**src/bprm_pkg.sv**
```systemverilog
// Shared constants for the block peak and RMS level meter.
package bprm_pkg;

    localparam int SAMPLE_BITS             = 16;
    localparam int PEAK_W                  = SAMPLE_BITS;
    localparam int SQ_W                    = 2 * SAMPLE_BITS - 1;
    localparam int ROOT_W                  = SAMPLE_BITS;
    localparam int COUNT_OUT_W             = 13;
    localparam int DEFAULT_MAX_BLOCK_ITEMS = 4096;
    localparam int QUEUE_DEPTH             = 2;

endpackage

```
**src/bprm_in_if.sv**
```systemverilog
// Sample channel carrying one audio sample and its end-of-block flag.
interface bprm_in_if import bprm_pkg::*; ();

    logic                          valid;
    logic                          ready;
    logic signed [SAMPLE_BITS-1:0] sample;
    logic                          last_of_block;

    modport source (output valid, output sample, output last_of_block, input ready);
    modport sink   (input valid, input sample, input last_of_block, output ready);

endinterface

```
**src/bprm_out_if.sv**
```systemverilog
// Result channel carrying the peak, RMS, sample count and overflow flag of a block.
interface bprm_out_if import bprm_pkg::*; ();

    logic                   valid;
    logic                   ready;
    logic [PEAK_W-1:0]      peak_level;
    logic [ROOT_W-1:0]      rms_level;
    logic [COUNT_OUT_W-1:0] samples_counted;
    logic                   overflow;

    modport source (output valid, output peak_level, output rms_level,
                    output samples_counted, output overflow, input ready);
    modport sink   (input valid, input peak_level, input rms_level,
                    input samples_counted, input overflow, output ready);

endinterface

```
**src/bprm_front.sv**
```systemverilog
// Front end: takes samples, forms magnitudes and squares, and accumulates each block.
module bprm_front import bprm_pkg::*; #(
    parameter int MAX_BLOCK_ITEMS = DEFAULT_MAX_BLOCK_ITEMS,
    parameter int DATA_W          = PEAK_W + $clog2(MAX_BLOCK_ITEMS + 1) + SQ_W
                                    + $clog2(MAX_BLOCK_ITEMS + 1) + 1
) (
    input  logic              clk,
    input  logic              rst_n,
    bprm_in_if.sink           in_ch,
    output logic              push,
    output logic [DATA_W-1:0] push_data,
    input  logic              q_full
);

    localparam int CNT_W = $clog2(MAX_BLOCK_ITEMS + 1);
    localparam int SUM_W = CNT_W + SQ_W;

    logic                   s1_valid_reg;
    logic                   s1_last_reg;
    logic [PEAK_W-1:0]      s1_mag_reg;
    logic                   s2_valid_reg;
    logic                   s2_last_reg;
    logic [PEAK_W-1:0]      s2_mag_reg;
    logic [SQ_W-1:0]        s2_sq_reg;
    logic [PEAK_W-1:0]      peak_reg;
    logic [SUM_W-1:0]       sum_reg;
    logic [CNT_W-1:0]       count_reg;
    logic                   ovf_reg;

    logic                   stall;
    logic                   take;
    logic                   room;
    logic [PEAK_W-1:0]      raw;
    logic [PEAK_W-1:0]      mag;
    logic [2*PEAK_W-1:0]    product;
    logic [PEAK_W-1:0]      peak_next;
    logic [SUM_W-1:0]       sum_next;
    logic [CNT_W-1:0]       count_next;
    logic                   ovf_next;

    // A block end waiting at the accumulator holds the whole pipeline while the queue is full.
    assign stall       = s2_valid_reg && s2_last_reg && q_full;
    assign in_ch.ready = !stall;
    assign take        = s2_valid_reg && !stall;

    assign raw     = in_ch.sample[SAMPLE_BITS-1:0];
    assign mag     = raw[PEAK_W-1] ? (~raw + PEAK_W'(1)) : raw;
    assign product = s1_mag_reg * s1_mag_reg;

    assign room       = count_reg < CNT_W'(MAX_BLOCK_ITEMS);
    assign peak_next  = (room && (s2_mag_reg > peak_reg)) ? s2_mag_reg : peak_reg;
    assign sum_next   = room ? (sum_reg + SUM_W'(s2_sq_reg)) : sum_reg;
    assign count_next = room ? (count_reg + CNT_W'(1)) : count_reg;
    assign ovf_next   = ovf_reg || !room;

    assign push      = take && s2_last_reg;
    assign push_data = {peak_next, sum_next, count_next, ovf_next};

    always_ff @(posedge clk or negedge rst_n)
    begin
        if (!rst_n)
        begin
            s1_valid_reg <= 1'b0;
            s2_valid_reg <= 1'b0;
            s1_last_reg  <= 1'b0;
            s2_last_reg  <= 1'b0;
            peak_reg     <= '0;
            sum_reg      <= '0;
            count_reg    <= '0;
            ovf_reg      <= 1'b0;
        end
        else if (!stall)
        begin
            s1_valid_reg <= in_ch.valid;
            s1_last_reg  <= in_ch.last_of_block;
            s2_valid_reg <= s1_valid_reg;
            s2_last_reg  <= s1_last_reg;
            if (take)
            begin
                if (s2_last_reg)
                begin
                    peak_reg  <= '0;
                    sum_reg   <= '0;
                    count_reg <= '0;
                    ovf_reg   <= 1'b0;
                end
                else
                begin
                    peak_reg  <= peak_next;
                    sum_reg   <= sum_next;
                    count_reg <= count_next;
                    ovf_reg   <= ovf_next;
                end
            end
        end
    end

    always_ff @(posedge clk)
    begin
        if (!stall)
        begin
            s1_mag_reg <= mag;
            s2_mag_reg <= s1_mag_reg;
            s2_sq_reg  <= product[SQ_W-1:0];
        end
    end

endmodule

```
**src/bprm_queue.sv**
```systemverilog
// Short queue of block summaries between the front end and the back end.
module bprm_queue import bprm_pkg::*; #(
    parameter int DATA_W = 64
) (
    input  logic              clk,
    input  logic              rst_n,
    input  logic              push,
    input  logic [DATA_W-1:0] push_data,
    output logic              full,
    input  logic              pop,
    output logic [DATA_W-1:0] pop_data,
    output logic              empty
);

    localparam int PTR_W = (QUEUE_DEPTH > 1) ? $clog2(QUEUE_DEPTH) : 1;
    localparam int OCC_W = $clog2(QUEUE_DEPTH + 1);

    logic [DATA_W-1:0] entry_reg [QUEUE_DEPTH];
    logic [PTR_W-1:0]  wr_ptr_reg;
    logic [PTR_W-1:0]  rd_ptr_reg;
    logic [OCC_W-1:0]  occ_reg;
    logic              do_push;
    logic              do_pop;

    assign full     = occ_reg == OCC_W'(QUEUE_DEPTH);
    assign empty    = occ_reg == '0;
    assign do_push  = push && !full;
    assign do_pop   = pop && !empty;
    assign pop_data = entry_reg[rd_ptr_reg];

    always_ff @(posedge clk or negedge rst_n)
    begin
        if (!rst_n)
        begin
            wr_ptr_reg <= '0;
            rd_ptr_reg <= '0;
            occ_reg    <= '0;
        end
        else
        begin
            if (do_push)
            begin
                wr_ptr_reg <= (wr_ptr_reg == PTR_W'(QUEUE_DEPTH - 1)) ? '0
                                                                     : wr_ptr_reg + PTR_W'(1);
            end
            if (do_pop)
            begin
                rd_ptr_reg <= (rd_ptr_reg == PTR_W'(QUEUE_DEPTH - 1)) ? '0
                                                                     : rd_ptr_reg + PTR_W'(1);
            end
            if (do_push && !do_pop)
            begin
                occ_reg <= occ_reg + OCC_W'(1);
            end
            else if (do_pop && !do_push)
            begin
                occ_reg <= occ_reg - OCC_W'(1);
            end
        end
    end

    always_ff @(posedge clk)
    begin
        if (do_push)
        begin
            entry_reg[wr_ptr_reg] <= push_data;
        end
    end

endmodule

```
**src/bprm_back.sv**
```systemverilog
// Back end: divides the square sum by the count, takes the square root and emits the result.
module bprm_back import bprm_pkg::*; #(
    parameter int MAX_BLOCK_ITEMS = DEFAULT_MAX_BLOCK_ITEMS,
    parameter int DATA_W          = PEAK_W + $clog2(MAX_BLOCK_ITEMS + 1) + SQ_W
                                    + $clog2(MAX_BLOCK_ITEMS + 1) + 1
) (
    input  logic              clk,
    input  logic              rst_n,
    output logic              pop,
    input  logic [DATA_W-1:0] pop_data,
    input  logic              q_empty,
    bprm_out_if.source        out_ch
);

    localparam int CNT_W  = $clog2(MAX_BLOCK_ITEMS + 1);
    localparam int SUM_W  = CNT_W + SQ_W;
    localparam int STEP_W = $clog2(SUM_W + 1);
    localparam int RAD_W  = 2 * ROOT_W;

    typedef enum logic [1:0] {
        ST_IDLE,
        ST_DIVIDE,
        ST_ROOT,
        ST_EMIT
    } state_t;

    state_t                   state_reg;
    logic [STEP_W-1:0]        step_reg;
    logic [PEAK_W-1:0]        peak_reg;
    logic [CNT_W-1:0]         count_reg;
    logic                     ovf_reg;
    logic [SUM_W-1:0]         quot_reg;
    logic [CNT_W-1:0]         rem_reg;
    logic [RAD_W-1:0]         rad_reg;
    logic [ROOT_W:0]          rrem_reg;
    logic [ROOT_W-1:0]        root_reg;
    logic                     out_valid_reg;
    logic [PEAK_W-1:0]        out_peak_reg;
    logic [ROOT_W-1:0]        out_rms_reg;
    logic [COUNT_OUT_W-1:0]   out_count_reg;
    logic                     out_ovf_reg;

    logic [PEAK_W-1:0]        in_peak;
    logic [SUM_W-1:0]         in_sum;
    logic [CNT_W-1:0]         in_count;
    logic                     in_ovf;
    logic [CNT_W:0]           rem_shift;
    logic                     div_ge;
    logic [CNT_W:0]           rem_sub;
    logic [ROOT_W+2:0]        rrem_shift;
    logic [ROOT_W+2:0]        trial;
    logic                     root_ge;
    logic [ROOT_W+2:0]        rrem_sub;
    logic [CNT_W+COUNT_OUT_W-1:0] count_ext;
    logic                     out_free;

    assign {in_peak, in_sum, in_count, in_ovf} = pop_data;
    assign pop = (state_reg == ST_IDLE) && !q_empty;

    assign rem_shift = {rem_reg, quot_reg[SUM_W-1]};
    assign div_ge    = rem_shift >= {1'b0, count_reg};
    assign rem_sub   = rem_shift - {1'b0, count_reg};

    assign rrem_shift = {rrem_reg, rad_reg[RAD_W-1 -: 2]};
    assign trial      = {1'b0, root_reg, 2'b01};
    assign root_ge    = rrem_shift >= trial;
    assign rrem_sub   = rrem_shift - trial;

    assign count_ext = {{COUNT_OUT_W{1'b0}}, count_reg};
    assign out_free  = !out_valid_reg || out_ch.ready;

    assign out_ch.valid           = out_valid_reg;
    assign out_ch.peak_level      = out_peak_reg;
    assign out_ch.rms_level       = out_rms_reg;
    assign out_ch.samples_counted = out_count_reg;
    assign out_ch.overflow        = out_ovf_reg;

    always_ff @(posedge clk or negedge rst_n)
    begin
        if (!rst_n)
        begin
            state_reg     <= ST_IDLE;
            step_reg      <= '0;
            out_valid_reg <= 1'b0;
        end
        else
        begin
            if ((state_reg == ST_EMIT) && out_free)
            begin
                out_valid_reg <= 1'b1;
            end
            else if (out_valid_reg && out_ch.ready)
            begin
                out_valid_reg <= 1'b0;
            end
            unique case (state_reg)
                ST_IDLE:
                begin
                    if (!q_empty)
                    begin
                        state_reg <= ST_DIVIDE;
                        step_reg  <= STEP_W'(SUM_W - 1);
                    end
                end
                ST_DIVIDE:
                begin
                    if (step_reg == '0)
                    begin
                        state_reg <= ST_ROOT;
                        step_reg  <= STEP_W'(ROOT_W - 1);
                    end
                    else
                    begin
                        step_reg <= step_reg - STEP_W'(1);
                    end
                end
                ST_ROOT:
                begin
                    if (step_reg == '0)
                    begin
                        state_reg <= ST_EMIT;
                    end
                    else
                    begin
                        step_reg <= step_reg - STEP_W'(1);
                    end
                end
                ST_EMIT:
                begin
                    if (out_free)
                    begin
                        state_reg <= ST_IDLE;
                    end
                end
                default:
                begin
                    state_reg <= ST_IDLE;
                end
            endcase
        end
    end

    always_ff @(posedge clk)
    begin
        unique case (state_reg)
            ST_IDLE:
            begin
                peak_reg  <= in_peak;
                count_reg <= in_count;
                ovf_reg   <= in_ovf;
                quot_reg  <= in_sum;
                rem_reg   <= '0;
            end
            ST_DIVIDE:
            begin
                quot_reg <= {quot_reg[SUM_W-2:0], div_ge};
                rem_reg  <= div_ge ? rem_sub[CNT_W-1:0] : rem_shift[CNT_W-1:0];
                if (step_reg == '0)
                begin
                    // A zero count cannot follow a counted sample, but it still yields zero.
                    rad_reg  <= (count_reg == '0) ? '0
                                                  : {quot_reg[RAD_W-2:0], div_ge};
                    rrem_reg <= '0;
                    root_reg <= '0;
                end
            end
            ST_ROOT:
            begin
                rad_reg  <= {rad_reg[RAD_W-3:0], 2'b00};
                rrem_reg <= root_ge ? rrem_sub[ROOT_W:0] : rrem_shift[ROOT_W:0];
                root_reg <= {root_reg[ROOT_W-2:0], root_ge};
            end
            ST_EMIT:
            begin
                if (out_free)
                begin
                    out_peak_reg  <= peak_reg;
                    out_rms_reg   <= root_reg;
                    out_count_reg <= count_ext[COUNT_OUT_W-1:0];
                    out_ovf_reg   <= ovf_reg;
                end
            end
            default:
            begin
                rem_reg <= '0;
            end
        endcase
    end

endmodule

```
**src/block_peak_rms_meter.sv**
```systemverilog
// Block peak and RMS level meter top level.
// Samples are taken one per cycle while the front end is not stalled by a full queue;
// the front end accumulates behind its s1 and s2 pipeline registers. A result is
// emitted once the bit-serial divider and square root have run for its block.
// Up to two finished block summaries wait in the queue while the back end is busy.
// Reset clears the accumulators, the queue and all handshake state at once.
module block_peak_rms_meter import bprm_pkg::*; #(
    parameter int MAX_BLOCK_ITEMS = DEFAULT_MAX_BLOCK_ITEMS
) (
    input  logic       clk,
    input  logic       rst_n,
    bprm_in_if.sink    in_ch,
    bprm_out_if.source out_ch
);

    localparam int CNT_W  = $clog2(MAX_BLOCK_ITEMS + 1);
    localparam int DATA_W = PEAK_W + CNT_W + SQ_W + CNT_W + 1;

    logic              push;
    logic [DATA_W-1:0] push_data;
    logic              q_full;
    logic              pop;
    logic [DATA_W-1:0] pop_data;
    logic              q_empty;

    bprm_front #(
        .MAX_BLOCK_ITEMS (MAX_BLOCK_ITEMS),
        .DATA_W          (DATA_W)
    ) u_front (
        .clk       (clk),
        .rst_n     (rst_n),
        .in_ch     (in_ch),
        .push      (push),
        .push_data (push_data),
        .q_full    (q_full)
    );

    bprm_queue #(
        .DATA_W (DATA_W)
    ) u_queue (
        .clk       (clk),
        .rst_n     (rst_n),
        .push      (push),
        .push_data (push_data),
        .full      (q_full),
        .pop       (pop),
        .pop_data  (pop_data),
        .empty     (q_empty)
    );

    bprm_back #(
        .MAX_BLOCK_ITEMS (MAX_BLOCK_ITEMS),
        .DATA_W          (DATA_W)
    ) u_back (
        .clk      (clk),
        .rst_n    (rst_n),
        .pop      (pop),
        .pop_data (pop_data),
        .q_empty  (q_empty),
        .out_ch   (out_ch)
    );

endmodule
```
**src/flat_wrapper.sv**
```systemverilog
// flat-port wrapper written by rule: the top's interface ports become plain ports
module block_peak_rms_meter_flat import bprm_pkg::*;
#(
    parameter int MAX_BLOCK_ITEMS = DEFAULT_MAX_BLOCK_ITEMS
)
  (clk, rst_n, in_ch_valid, in_ch_sample, in_ch_last_of_block, in_ch_ready, out_ch_valid, out_ch_peak_level, out_ch_rms_level, out_ch_samples_counted, out_ch_overflow, out_ch_ready);
  bprm_in_if in_ch_i ();
  bprm_out_if out_ch_i ();
  input  logic clk;
  input  logic rst_n;
  input wire logic [$bits(in_ch_i.valid)-1:0] in_ch_valid;
  input wire logic [$bits(in_ch_i.sample)-1:0] in_ch_sample;
  input wire logic [$bits(in_ch_i.last_of_block)-1:0] in_ch_last_of_block;
  output wire logic [$bits(in_ch_i.ready)-1:0] in_ch_ready;
  output wire logic [$bits(out_ch_i.valid)-1:0] out_ch_valid;
  output wire logic [$bits(out_ch_i.peak_level)-1:0] out_ch_peak_level;
  output wire logic [$bits(out_ch_i.rms_level)-1:0] out_ch_rms_level;
  output wire logic [$bits(out_ch_i.samples_counted)-1:0] out_ch_samples_counted;
  output wire logic [$bits(out_ch_i.overflow)-1:0] out_ch_overflow;
  input wire logic [$bits(out_ch_i.ready)-1:0] out_ch_ready;
  assign in_ch_i.valid = in_ch_valid;
  assign in_ch_i.sample = in_ch_sample;
  assign in_ch_i.last_of_block = in_ch_last_of_block;
  assign in_ch_ready = in_ch_i.ready;
  assign out_ch_valid = out_ch_i.valid;
  assign out_ch_peak_level = out_ch_i.peak_level;
  assign out_ch_rms_level = out_ch_i.rms_level;
  assign out_ch_samples_counted = out_ch_i.samples_counted;
  assign out_ch_overflow = out_ch_i.overflow;
  assign out_ch_i.ready = out_ch_ready;
  block_peak_rms_meter #(.MAX_BLOCK_ITEMS(MAX_BLOCK_ITEMS)) u_core (.clk(clk), .rst_n(rst_n), .in_ch(in_ch_i), .out_ch(out_ch_i));
endmodule
```
**config.mk**
```make
export PLATFORM = sky130hd
export DESIGN_NAME = block_peak_rms_meter_flat
export DESIGN_NICKNAME = d
export VERILOG_FILES = /design/src/bprm_pkg.sv /design/src/bprm_in_if.sv /design/src/bprm_out_if.sv /design/src/bprm_front.sv /design/src/bprm_queue.sv /design/src/bprm_back.sv /design/src/block_peak_rms_meter.sv /design/src/flat_wrapper.sv
export SDC_FILE = /design/constraint.sdc
export NUM_CORES = 1
export LEC_CHECK = 0
export BUFFER_PORTS_ARGS = -buffer_cell sky130_fd_sc_hd__buf_4
export CAP_MARGIN = 10
export CORE_MARGIN = 10
export CORE_UTILIZATION = 47
export DETAILED_ROUTE_END_ITERATION = 12
export PLACE_DENSITY = 0.71
export SYNTH_ARGS = -nofsm -noshare
export SYNTH_HDL_FRONTEND = slang
export SYNTH_SLANG_ARGS = --single-unit
export TNS_END_PERCENT = 100
```
**constraint.sdc**
```tcl
create_clock -name clk -period 10.8 [get_ports clk]
set_input_delay 2.16 -clock clk [delete_from_list [all_inputs] [get_ports clk]]
set_output_delay 2.16 -clock clk [all_outputs]
set_load 0.005 [all_outputs]
```
### After elaboration in Yosys (flattened, before gate mapping)

Memories as Yosys holds them, arrays and structs flattened.
Index checks and enable logic that the tools add are counted.

| operators by class | value |
|---|---|
| add/subtract/negate cells | 10 |
| multiply operators | 1 |
| magnitude comparators | 4 |
| equality and inequality tests | 9 |
| multiplexer cells | 36 |
| bitwise logic cells | 2 |
| reduce and logical (&&, ||, !) cells | 35 |

Operator list:

| operator | count |
|---|---|
| two-way mux 44 bit | 2 |
| case mux 44 bit (2 select lines) | 1 |
| two-way mux 32 bit | 2 |
| case mux 32 bit (2 select lines) | 1 |
| two-way mux 16 bit | 3 |
| adder 44 x 31 -> 44 bit | 1 |
| two-way mux 13 bit | 3 |
| two-way mux 17 bit | 2 |
| case mux 17 bit (2 select lines) | 1 |
| case mux 16 bit (2 select lines) | 1 |
| multiplier 16 x 16 -> 31 bit | 1 |
| case mux 13 bit (2 select lines) | 1 |
| >= comparator 19 x 18 -> 1 bit | 1 |
| two-way mux 6 bit | 3 |
| case mux 6 bit (3 select lines) | 1 |
| subtractor 17 bit | 1 |
| adder 16 x 1 -> 16 bit (second input constant) | 1 |
| > comparator 16 bit | 1 |
| inverter 16 bit | 1 |
| two-way mux 15 bit | 1 |
| >= comparator 14 x 13 -> 1 bit | 1 |
| adder 13 x 1 -> 13 bit (second input constant) | 1 |
| logical NOT 13 bit | 1 |
| less-than comparator 13 bit (second input constant) | 1 |
| other kinds (22) | 64 |

| word-level totals | value |
|---|---|
| bits in registers | 352 |
| bits in writable memories | 148 |
| output and inout port bits | 48 |
| logic and storage cells | 128 |
| memories | 1 |

Memories:

| name | words | width | read ports | clocked after memory_dff | write ports | line | source |
|---|---|---|---|---|---|---|---|
| u_core.u_queue.entry_reg | 2 | 74 | 1 | 0 | 1 | bprm_queue.sv:18 | `logic [DATA_W-1:0] entry_reg [QUEUE_DEPTH];` |

### Logic depth before layout (Yosys ltp)

Gate-level depths: netlist of run 1.

| logic depth | value |
|---|---|
| depth after elaboration | 10 |
| mapped depth | 26 |

### Hierarchy

From an unflattened synthesis of run 1, not the netlist that was laid out.

| second synthesis, totals | value |
|---|---|
| cell total of the unflattened synthesis | 2,637 |
| area, all modules | 30,900.9 um^2 |

Modules (own cells, without submodules):

| module | instances | cells each | area an instance (um^2) |
|---|---|---|---|
| bprm_front | 1 | 1,694 | 15,628.7 |
| bprm_back | 1 | 694 | 9,532.9 |
| bprm_queue | 1 | 249 | 5,739.3 |

### Least setup slack after synthesis of run 1

Ideal clock, no wire load.

| timing | value |
|---|---|
| kind | flip-flop to flip-flop |
| start | register u_core.u_front.s1_mag_reg[10] |
| end | register u_core.u_front.s2_sq_reg[28], data pin |
| library setup time | 0.180 ns |
| data arrival time | 6.356 ns |
| slack | 4.264 ns |
| cell stages (with the launch flop) | 26 |
| buffers on the path | 2 |
| period minus slack after synthesis | 6.536 ns |
| cell sequence | edfxtp_1 > clkbuf_1 > and2_1 > fa_1 > inv_1 > fa_1 > inv_1 > fa_1 > inv_1 > fa_1 > inv_1 > fa_1 > inv_1 > fa_1 > inv_1 > ha_1 > buf_6 > nand4_1 > nor2_1 > or2_1 > o41ai_2 > o311a_1 > nor3_1 > o41ai_2 > or4b_1 > o311ai_1 |

| on the way | value |
|---|---|
| cells in the longest elaborated chain, start to end | 1 |

RTL lines:

| element | line | source |
|---|---|---|
| from (decl) | bprm_front.sv:20 | `logic [PEAK_W-1:0] s1_mag_reg;` |
| from (signal assigned) | bprm_front.sv:102 | `s1_mag_reg <= mag;` |
| multiplier 16 x 16 -> 31 bit | bprm_front.sv:48 | `assign product = s1_mag_reg * s1_mag_reg;` |
| via u_core.u_front.product[28] | bprm_front.sv:35 | `logic [2*PEAK_W-1:0] product;` |
| to (signal assigned) | bprm_front.sv:104 | `s2_sq_reg <= product[SQ_W-1:0];` |
| to (decl) | bprm_front.sv:24 | `logic [SQ_W-1:0] s2_sq_reg;` |

The timed path passes the listed nets, and every way through them passes these cells.
A chain may end at the register's enable or synchronous reset.

### Worst setup path in the final report of run 1

Ends and elaborated chain as after synthesis.

==> results of run 1 <==
==> synth_stat cells, drive strengths merged (6+ instances only) <==
library cell,n
a211oi,8
a21o,47
a21oi,85
a22o,53
a22oi,18
a31oi,11
and2,53
and3,10
buf,17
clkbuf,77
dfrtp,91
edfxtp,407
fa,164
ha,187
inv,326
mux2,53
mux2i,56
nand2,246
nand2b,20
nand3,32
nand4,19
nor2,108
nor2b,41
nor3,32
nor3b,6
nor4,10
o211ai,7
o21a,16
o21ai,160
o21bai,9
o311ai,11
o31ai,13
o41ai,7
or2,13
or4,6
xnor2,90
xor2,40
==> logic make-up after synthesis <==
family / count (synthesis) / synth area share
and+or+nand+nor: 610 / 0.0971
adders and majority gates: 351 / 0.186
muxes: 109 / 0.0383
xor gates and xnor gates: 130 / 0.0376
DFF: 498 / 0.479
AOI/OAI and AO/OA: 493 / 0.109
buffers and inverters: 422 / 0.0534
==> metrics by stage <==
stage | instances | utilization
2_1_floorplan | 2613 | -
3_3_place_gp | 3452 | 0.499
3_5_place_dp | 3452 | 0.499
4_1_cts | 3552 | 0.526
5_1_grt | 3552 | 0.526
6_report | 3552 | 0.526
==> cell type report <==
cell class	count	area [µm²]
Fill cell	5344	30100
Sequential cell	498	14500
Multi-Input combinational cell	1693	14200
Clock buffer	75	1490
Inverter	328	1230
Tap cell	846	1060
Timing Repair Buffer	87	653
Clock inverter	25	218
==> critical path: stages, from the launching register on <==
cell and delay [ns]:
edfxtp_1 0.69, and2_1 0.30, fa_1 0.55, inv_1 0.06, fa_1 0.47, inv_1 0.05
fa_1 0.50, inv_1 0.05, fa_1 0.47, inv_1 0.05, fa_1 0.53, inv_1 0.05
fa_1 0.53, inv_1 0.05, ha_1 0.38, nand4_1 0.13, nor2_1 0.06, or2_1 0.23
o41ai_2 0.47, o311a_1 0.25, nor3_1 0.09, o41ai_2 0.35, or4b_1 0.48, o311ai_1 0.12
==> metal layers <==
| layer | global-route usage | vias to the layer above | part of all wire |
|---|---|---|---|
| met1 | 0.220 | 9611 | 0.44 |
| li1 | - | 9217 | - |
| met3 | 0.0210 | 85 | 0.038 |
| met4 | 0.0429 | 0 | 0.019 |
| met2 | 0.294 | 393 | 0.50 |
| met5 | 0 | - | 0 |
==> path summary, 6_finish.rpt <==
path	to	slack, ns	cells after the start
max	u_core.u_front.s2_sq_reg[28]$_DFFE_PN_	3.64	23
min	u_core.u_back.out_ch.peak_level[10]$_DFFE_PP_	0.42	0
max reg2reg	u_core.u_front.s2_sq_reg[28]$_DFFE_PN_	3.64	23
min reg2reg	u_core.u_back.out_ch.peak_level[10]$_DFFE_PP_	0.42	0
max in group asynchronous	u_core.u_front.sum_reg[28]$_DFFE_PN0P_	7.99	2
min in group asynchronous	u_core.u_back.out_ch.valid$_DFFE_PN0P_	1.56	1
==> implementation parameters, run 1 <==
Parameter                              Value

Run status
  Outcome    finished, final reports clean

Clocking
  Inserted Clock Buffers    53
  H-tree depth    2
  Clk pin slew, worst setup/hold paths    ~0.06 ns
  CTS tree    yes
  Clock sinks    around 500
  Clock insertion delay at the later pin of the skew report    around 0.61 ns
  Post-CTS setup buffer count    0
  Number of buffers inserted for hold repair after clock tree synthesis    0
  Clock Path Buffers    3
  CTS root buffer    clkbuf_16
  Number of instances resized during post-cts repair    0

Timing
  Worst Clk Skew    between 0.03 and 0.04 ns
  Actual transition at the worst max-transition pin    roughly 1.2 ns
  Aggregate negative setup slack    0 ns
  Unrepaired setup endpoints after global routing    false
  Number of hold violations in the final report    0
  Period minus WS final    between 7 and 8 ns
  Hold slack final    0.416 ns
  Setup slack of the critical path after layout    between 3 and 4 ns
  Final setup violating endpoints    0
  Maximum achievable frequency    0.140 GHz
  Max-slew violation count    0
  Remaining max-slew budget at the tightest pin    0.171
  Fraction of the cycle the final worst path needs    0.663

Finish
  Commonest cells after routing, fill and taps aside    407 x edfxtp_1, 326 x inv_1, 245 x nand2_1
  Commonest non-fill, non-tap cell in the layout    edfxtp_1
  Area growth, synth to finish    10.2%
  Number of antenna repair diodes    0
  Ratio of cells with drive above 1 in the final layout    0.0961
  Max reg flops    around 150
  Final Instance Area    0.0333 mm²
  Layout Nets    about 3000

Detailed routing
  Final antenna-violating net count    0
  Drt wl/cell    17.6 µm
  Number of detailed-routing iterations run before antenna repair    6
  Final routed DRC violation total    0
  Violation count after the first detailed-routing iteration    1426
  Wirelength, routed    between 60 and 70 mm
  Via count    a little under 20000
  Avg Vias per Cell    about 5.4

Die
  Number of top-level design ports    69
  Die Y    approximately 270 µm
  Die extent in x    between 200 and 300 µm
  Std-Cell Core Area    about 0.063 mm²
  Number of standard-cell rows in the floorplan    92
  Die footprint    roughly 0.075 mm²
  Starting Density    0.477

Synth
  Gate count after technology mapping    roughly 2600
  Distinct cell type count of the synthesized netlist    80
  Number of enable flip-flop cells after synthesis    a little over 400
  Largest area contributor in the netlist    edfxtp_1
  Top cell type's share of synthesized area    0.404
  Synth async-reset ratio    0.183
  Flip-flop cell with the highest count after synthesis    edfxtp_1
  Cells taking the most area after synthesis    edfxtp_1 40%, fa_1 11%, ha_1 7.7%
  Flop and latch count out of synthesis    approximately 500
  Share of the yosys chip area belonging to registers    0.479
  Cell area after technology mapping    0.0303 mm²
  Synthesis warning total    0
  Net count after synthesis    between 2000 and 3000
  Synthesized area per cell    ~12 µm²

Worst setup path
  Sort of element at the start of the critical path    flip-flop
  Worst setup path class    reg -> reg
  Data arrival time of the worst path    roughly 7.5 ns
  Beginning of the critical path    u_core.u_front.s1_mag_reg[10]$_DFFE_PN_
  Kind of end point of the critical path    flip-flop
  Critical register-to-register path startpoint    u_core.u_front.s1_mag_reg[10]$_DFFE_PN_
  Req. time, crit path    11.17 ns
  Highest net fanout along the worst path    17

Placed design
  Routability cong.    0.884
  Post-placement worst setup slack    roughly 3.7 ns
  Sum of net half-perimeters after detailed placement    45.0 mm
  Input/output buffers    68
  Area of placed instances    roughly 0.032 mm²

Global routing
  Largest net degree at the start of global routing    83
  Global router's overall resource usage    0.169
  Number of antenna violations at the first check in global routing    0
  Number of global-route vias before repair    between 20000 and 25000
  First-pass GRT wire length    roughly 100 mm
  Overflow after GRT    0

Hold path
  Worst min-delay path startpoint    u_core.u_back.peak_reg[10]$_DFFE_PP_
  Hold/Removal Path Class    reg -> reg

Job
  Max Cap Viol    0
Power of run 1 is left out: the tool's default activity adds up to more than one toggle a clock period on the data nets, which glitch-free logic cannot reach.
==> run 2, diff against run 1 <==
- ABC_AREA: default -> 1
- PLACE_DENSITY: 0.71 -> 0.73
- clock period: 10.8 -> 5.75 ns (I/O delays scaled with it)
==> run 2 against run 1 <==
Against the previous run: largest cell class is now multi-input combinational cells; routed wire length up 12%; clock skew up 0.0013 ns; worst hold slack worse by 0.0064 ns; clock-buffer cell count down 4; flip-flop and latch count unchanged; die area up 4.7%.
==> implementation parameters, run 2 <==
Parameter                              Value

Worst setup path
  Critical path cell sequence    buf_4, nand2_1, fa_1, fa_1, inv_1, fa_1, fa_1, fa_1, inv_1, fa_1, inv_1, ha_4, nand4_1, nor3_4, nand4_1, nand3_4, a21oi_2, xnor2_1
  Critical path's most frequent cell    fa_1
  R2r setup slk    between 0.15 and 0.2 ns
  Critical register-to-register path startpoint    u_core.u_front.s1_mag_reg[10]$_DFFE_PN_
  Req. time, crit path    just over 6 ns
  Standard cell with the maximum stage delay on the critical path    fa_1
  Worst setup path class    reg -> reg
  Sort of element at the start of the critical path    flip-flop
  Kind of end point of the critical path    flip-flop
  Delay of the slowest cell on the worst path    roughly 0.56 ns
  Depth of the worst register-to-register path    18
  Highest net fanout along the worst path    6
  Crit Reg-Reg Endpoint    u_core.u_front.s2_sq_reg[26]$_DFFE_PN_
  Data arrival time of the worst path    5.95 ns

Job
  Max Cap Viol    0

Synth
  Synthesized area per cell    slightly above 9 µm²
  Cell area after technology mapping    0.0318 mm²
  Share of the yosys chip area belonging to registers    0.456
  Gate count after technology mapping    between 3000 and 4000
  Top cell type's share of synthesized area    0.384
  Distinct cell type count of the synthesized netlist    59
  Synth async-reset ratio    0.183
  Cells taking the most area after synthesis    edfxtp_1 38%, fa_1 10%, nand2_1 10%
  Flop and latch count out of synthesis    498
  Leading cell types by count after synthesis    868 x nand2_1, 610 x inv_1, 407 x edfxtp_1
  Synthesis warning total    0
  Most used standard cell by instance count after synthesis    nand2_1
  Number of enable flip-flop cells after synthesis    about 410
  Net count after synthesis    between 3000 and 4000
  Largest area contributor in the netlist    edfxtp_1
  Flip-flop cell with the highest count after synthesis    edfxtp_1

Die
  Number of standard-cell rows in the floorplan    95
  Die extent in x    280 µm
  Starting Density    0.473
  Die Y    between 200 and 300 µm
  Number of top-level design ports    69
  Die footprint    0.0785 mm²
  Std-Cell Core Area    0.0672 mm²

Detailed routing
  Violation count after the first detailed-routing iteration    1829
  Number of detailed-routing iterations run before antenna repair    6
  Via count    approximately 23000
  Final routed DRC violation total    0
  Wirelength, routed    ~70 mm
  Drt wl/cell    15.8 µm
  Final antenna-violating net count    0
  Avg Vias per Cell    between 5 and 6

Finish
  Final Instance Area    0.0358 mm²
  Ratio of cells with drive above 1 in the final layout    0.115
  Commonest non-fill, non-tap cell in the layout    nand2_1
  Layout Nets    approximately 4000
  Max reg flops    around 150
  Number of antenna repair diodes    0
  Area growth, synth to finish    12.7%
  Commonest cells after routing, fill and taps aside    851 x nand2_1, 606 x inv_1, 407 x edfxtp_1

Clocking
  CTS tree    yes
  H-tree depth    2
  Clock insertion delay at the later pin of the skew report    ~0.63 ns
  Clock Path Buffers    3
  Clock sinks    around 500
  Clk pin slew, worst setup/hold paths    around 0.07 ns
  CTS root buffer    clkbuf_16
  Inserted Clock Buffers    51
  Number of buffers inserted for hold repair after clock tree synthesis    0

Placed design
  Input/output buffers    68
  Area of placed instances    approximately 0.033 mm²
  Post-placement worst setup slack    -0.0599 ns
  Routability cong.    0.924
  Sum of net half-perimeters after detailed placement    about 51 mm

Timing
  Unrepaired setup endpoints after global routing    true
  Number of hold violations in the final report    0
  Maximum achievable frequency    approximately 0.18 GHz
  Period minus WS final    between 5 and 6 ns
  Actual transition at the worst max-transition pin    approximately 1.0 ns
  Final setup violating endpoints    0
  Max-slew violation count    0
  Setup slack of the critical path after layout    0.155 ns
  Remaining max-slew budget at the tightest pin    0.304
  Aggregate negative setup slack    0 ns
  Fraction of the cycle the final worst path needs    0.973
  Worst Clk Skew    roughly 0.037 ns

Hold path
  Number of cells on the worst hold path    0
  Worst min-delay path startpoint    u_core.u_back.ovf_reg$_DFFE_PP_
  Min-Delay Endpoint    u_core.u_back.out_ch.overflow$_DFFE_PP_
  Hold/Removal Path Class    reg -> reg

Global routing
  Global router's overall resource usage    0.179
  First-pass GRT wire length    between 100 and 150 mm
  Overflow after GRT    0
  Number of global-route vias before repair    ~23000
  Largest net degree at the start of global routing    76
  Number of antenna violations at the first check in global routing    1

Run status
  Outcome    finished, final reports clean
-- run 2: changes by cell type after synthesis, moves of 56 or more --
cell and delta:
xnor2_1 -56, nand2_1 +622, mux2i_1 -56, inv_1 +284
a21oi_1 +110, nor2_1 +123, nand3_1 +91
-- run 2: routing by layer --
layer,GRT usage,vias up,part of all wire
li1,-,11248,-
met1,0.228,10983,0.43
met2,0.314,549,0.50
met3,0.0229,110,0.049
met4,0.0557,0,0.026
met5,0,-,0
-- run 2: timing repair --
| action | 4_1_cts | 5_1_grt |
|---|---|---|
| pin swaps | 0 | 36 |
| gates resized for setup | 0 | 96 |
| setup endpoints to repair | 5 | 19 |
| hold endpoints to repair | 0 | 0 |
| buffers inserted | 8 | 19 |
-- run 2: worst max path at each step --
stage / startpoint / endpoint / slack, ns / cells past startpoint
floorplan: u_core.u_front.s1_mag_reg[4]$_DFFE_PN_ / u_core.u_front.s2_sq_reg[18]$_DFFE_PN_ / 0.11 / 21
global placement: u_core.u_front.s1_mag_reg[10]$_DFFE_PN_ / u_core.u_front.s2_sq_reg[17]$_DFFE_PN_ / -0.07 / 19
detailed placement: u_core.u_front.s1_mag_reg[5]$_DFFE_PN_ / u_core.u_front.s2_sq_reg[17]$_DFFE_PN_ / -0.06 / 17
CTS: u_core.u_front.s1_mag_reg[9]$_DFFE_PN_ / u_core.u_front.s2_sq_reg[17]$_DFFE_PN_ / -0.02 / 19
global route: u_core.u_front.s1_mag_reg[9]$_DFFE_PN_ / u_core.u_front.s2_sq_reg[26]$_DFFE_PN_ / -0.07 / 19
finish: u_core.u_front.s1_mag_reg[10]$_DFFE_PN_ / u_core.u_front.s2_sq_reg[26]$_DFFE_PN_ / 0.15 / 18
-- run 2: through the flow --
step	utilization	hold slack [ns]	cells
4_1_cts	0.525	0.413	4440
2_1_floorplan	-	0.400	3438
3_5_place_dp	0.498	0.405	4337
3_3_place_gp	0.498	0.401	4337
6_report	0.534	0.410	4459
5_1_grt	0.534	0.421	4459
-- run 2: cell families after synthesis --
logic type	Yosys count	synth area share
buffers and inverters	717	0.0873
adder cells (fa/ha/maj)	351	0.177
flip-flops	498	0.456
XOR/XNOR	93	0.0256
AO/OA/AOI/OAI	418	0.0751
multiplexers	1	0.000354
AND/OR/NAND/NOR	1360	0.179
-- run 2: critical path, delay by kind of cell (launching register included) --
kind / cells / cell delay (ns)
AO/OA/AOI/OAI: 1 / 0.07
XOR/XNOR: 1 / 0.13
adder cells (fa/ha/maj): 7 / 3.39
buffers and inverters: 4 / 0.38
flip-flops: 1 / 0.51
AND/OR/NAND/NOR: 5 / 0.86
-- run 2: layout make-up --
class	instances	area (µm²)
Sequential cell	498	14500
Multi-Input combinational cell	2223	15000
Clock buffer	71	1460
Timing Repair Buffer	152	1190
Clock inverter	24	272
Fill cell	5782	31300
Tap cell	873	1090
Inverter	618	2320
Power of run 2 is left out for the same reason.
